<file path="src/sv/htad_pkg.sv">
// Shared types and constants for the age/depth replacement hash table.
// Used by the front, back and top level modules; no dependencies.
package htad_pkg;

    localparam logic [1:0] ACT_STORE = 2'd0;
    localparam logic [1:0] ACT_PROBE = 2'd1;
    localparam logic [1:0] ACT_AGE   = 2'd2;
    localparam logic [1:0] ACT_CLEAR = 2'd3;

    localparam logic [0:0] REG_ENTRIES = 1'd0;
    localparam logic [0:0] REG_MATE    = 1'd1;

    // Classified command passed from front to back
    typedef struct packed {
        logic [1:0]  action;
        logic [63:0] hash;
        logic [7:0]  ply;
        logic [7:0]  depth;
        logic [1:0]  bound_flag;
        logic [15:0] score;
        logic [15:0] move_id;
    } t_cmd;

    typedef struct packed {
        logic        hit;
        logic [7:0]  depth;
        logic [1:0]  flag;
        logic [15:0] score;
        logic [15:0] move;
    } t_res;

endpackage

</file>
<file path="src/sv/htad_front.sv">
// Front part: input queue of two commands feeding the back part.
// Depends on htad_pkg.
module htad_front (
    input  logic           i_clk,
    input  logic           i_rst_n,
    input  logic           i_push,
    input  htad_pkg::t_cmd i_cmd,
    output logic           o_full,
    output logic           o_valid,
    output htad_pkg::t_cmd o_cmd,
    input  logic           i_take
);
    htad_pkg::t_cmd r_q [2];
    logic r_wp, r_rp;
    logic [1:0] r_cnt;
    logic w, t;

    assign o_full  = (r_cnt == 2'd2);
    assign o_valid = (r_cnt != 2'd0);
    assign o_cmd   = r_q[r_rp];
    assign w = i_push && !o_full;
    assign t = i_take && o_valid;

    // store incoming commands
    always_ff @(posedge i_clk) begin
        if (w) begin
            r_q[r_wp] <= i_cmd;
        end
    end

    // advance pointers and count
    always_ff @(posedge i_clk) begin
        if (!i_rst_n) begin
            r_wp <= 1'b0;
            r_rp <= 1'b0;
            r_cnt <= 2'd0;
        end else begin
            if (w) r_wp <= ~r_wp;
            if (t) r_rp <= ~r_rp;
            r_cnt <= r_cnt + {1'b0, w} - {1'b0, t};
        end
    end
endmodule

</file>
<file path="config.mk">
export PLATFORM = sky130hd
export DESIGN_NAME = htad_front
export DESIGN_NICKNAME = d
export VERILOG_FILES = /design/src/sv/htad_pkg.sv /design/src/sv/htad_front.sv
export SDC_FILE = /design/constraint.sdc
export NUM_CORES = 1
export LEC_CHECK = 0
export BUFFER_PORTS_ARGS = -buffer_cell sky130_fd_sc_hd__buf_2
export CORE_MARGIN = 4
export CORE_UTILIZATION = 40
export DETAILED_ROUTE_END_ITERATION = 12
export SYNTH_ARGS = -nofsm -noshare
export SYNTH_HDL_FRONTEND = slang
export SYNTH_SLANG_ARGS = --single-unit
</file>
<file path="constraint.sdc">
create_clock -name i_clk -period 10.15 [get_ports i_clk]
set_input_delay 0.5075 -clock i_clk [delete_from_list [all_inputs] [get_ports i_clk]]
set_output_delay 0.5075 -clock i_clk [all_outputs]
set_load 0.02 [all_outputs]
</file>
==> flow_summary.json <==
{
  "path_cells": "buf_4 > mux2_2 > buf_2",
  "worstPathMaxFanout": 62,
  "num_rows": 53,
  "min_path_type": "in -> reg",
  "start_kind": "flop",
  "core_area_mm2": 0.02129,
  "status": "finished clean",
  "slew_violations": 0,
  "crit_family": "buffers and inverters",
  "die_w_um": 156.0,
  "synth-seq-cells": 237,
  "gp_congestion": 0.7488,
  "cts_root_buffer": "clkbuf_16",
  "grt_start_max_net_pins": 63,
  "clkLatencyLatePin_ps": 510,
  "dp_hpwl_um": 11510,
  "netlist_area_mm2": 0.008760,
  "cts_resized": 0,
  "synth_fp_nets": 509,
  "max_slew_margin_pct": 33.81,
  "fin_nets": 764,
  "postRouteAntennaNets": 0,
  "cts.sinks": 237,
  "finClkSkew_ps": 16.31,
  "synth_top_cell_area_share_pct": 79.53,
  "cpMaxStageDelayCell": "buf_4",
  "post_dp_cell_area_mm2": 0.01023,
  "layout-drive-gt1-share_pct": 59.33,
  "synth_top_cell_by_area": "edfxtp_1",
  "crit_arrival_ps": 2940,
  "required_ps": 9640,
  "yosysSeqAreaShare_pct": 80.67,
  "cts_buffers": 25,
  "tightest_slew_ps": 992.8,
  "synthCells": 387,
  "grt_pass1_vias": 4902,
  "wl_per_cell_um": 18.05,
  "syn_avg_cell_area_um2": 22.63,
  "port_buffers": 237,
  "p_leak_uw": 0.004180,
  "htreeDepth": 1,
  "whs_ps": 181.3,
  "setup_viol_count_final": 0,
  "finalSetupTns_ps": 0,
  "synthTopCellsByCount": "edfxtp_1 (232), mux2_2 (76), mux2_4 (40), buf_2 (7), buf_6 (6)",
  "drv_cap": 0,
  "cts_buffer_depth": 3,
  "antenna_found_initial": 5,
  "die_area_mm2": 0.02433,
  "end_kind": "output port",
  "drt-pass1-iter-count": 4,
  "pwr_density_cell_mw_per_mm2": 259.4,
  "rsz0062_at_grt": "false",
  "fin_crit_ps": 3450,
  "vias_per_cell": 4.716,
  "cts_setup_buffers": 0,
  "fmax_mhz": 289.9,
  "async_flop_share_pct": 0,
  "cts_tree": "done",
  "grt_pass1_wl_um": 26010,
  "yosysWarnings": 0,
  "floorplan.initialDensity_pct": 41.15,
  "synth_area_leaders": "edfxtp_1 (80%), mux2_2 (9.8%), mux2_4 (6.9%)",
  "synth_cell_type_count": 18,
  "synth_edf_count": 232,
  "drt-initial-drc-count": 163,
  "fin_crit_sh_pct": 33.99,
  "fin_area_mm2": 0.01100,
  "synth_ff_type": "edfxtp_1",
  "die_h_um": 156.0,
  "area_growth_syn_to_layout_pct": 25.54,
  "ir_worst_vdd_v": 0.0001373,
  "num_vias": 4409,
  "clk_pin_slew_ps": 60,
  "fill_cells": 1740,
  "drcViolationCount": 0,
  "routed_wl_um": 16870,
  "io_pins": 238,
  "cpPeakStageDelay_ps": 870,
  "ctsHoldBuffers": 0,
  "yosysMostFrequentCell": "edfxtp_1",
  "track_usage_pct": 13.48,
  "grt-ovfl-total": 0,
  "path_buf_inv": 2,
  "worst-setup-path-type": "reg -> out",
  "timing.final.hold_violations": 0
}
routing by layer:
layer	wire [um]	vias to the layer above	GRT usage, %
met5	44	-	0
met4	253	10	3.210
met3	2083	32	5.687
met2	7871	195	22.01
met1	6621	2123	16.80
li1	-	2049	-
flip-flops by register name (all words and copies together), names as in the netlist, named ones only:
signal / flops
r_rp: 1
r_wp: 1
r_q: 232
r_cnt: 2
layout make-up:
type	instances	area [um2]	area share, %
diodes	1	2.502	0.02276
repair buffers	241	1216	11.06
flip-flops and latches	237	7071	64.30
clock buffers	33	655.6	5.962
multi-input cells	134	1592	14.47
clock inverters	11	105.1	0.9557
well taps	275	344.1	3.129
inverters	3	11.26	0.1024
stage by stage:
stage	utilization, %	std cells	total power, uW	worst slack [ps]
2_1_floorplan	-	387	1835	4134
3_3_place_gp	48.08	890	2032	7247
3_5_place_dp	48.08	890	2048	7194
4_1_cts	51.65	934	2897	6652
5_1_grt	51.65	934	2993	6552
6_report	51.66	935	2853	6700
cell usage in the layout, fill, tap and decap left out:
master	netlist	routed
and2_1	1	1
and3_4	0	1
buf_2	7	237
buf_4	0	4
bufinv_16	0	2
clkbuf_1	0	8
clkbuf_16	0	25
clkinv_1	0	6
clkinv_2	0	1
clkinv_4	0	1
dfxtp_1	5	4
dfxtp_4	0	1
diode_2	0	1
edfxtp_1	232	232
ha_1	2	2
inv_1	3	3
inv_6	0	1
mux2_2	76	76
mux2_4	40	40
mux2i_1	1	1
nand2_1	2	2
nand2b_1	2	2
nor2_1	4	3
nor2_4	0	1
o21a_1	1	1
or2_2	1	1
xnor2_1	2	2
xor2_1	1	1
worst paths after layout:
path / startpoint / to / slack (ps) / depth (start not counted)
max: flop / o_cmd[43] / 6700 / 3
min: i_cmd[34] / r_q[0][34] / 180 / 1
max reg2reg: r_cnt[0] / r_q[1][49] / 7640 / 3
min reg2reg: r_wp / r_wp / 550 / 2
power breakdown:
part           switching (uW)  leakage (uW)  internal (uW)  total [uW]
sequential               60.6       0.00221           1230        1290
combinational             417       0.00160            304         722
clock                     336      0.000368            503         839
total                     814       0.00418           2040        2850
kinds of logic after synthesis:
family,after synthesis,share of synthesized area (%)
fa+ha+maj,2,0.2856
xor+xnor,3,0.3000
mux,117,16.74
flops,237,80.67
compound gates,1,0.08573
buf+inv,16,1.300
simple gates,11,0.6143
(Power assumes the default switching activity.)
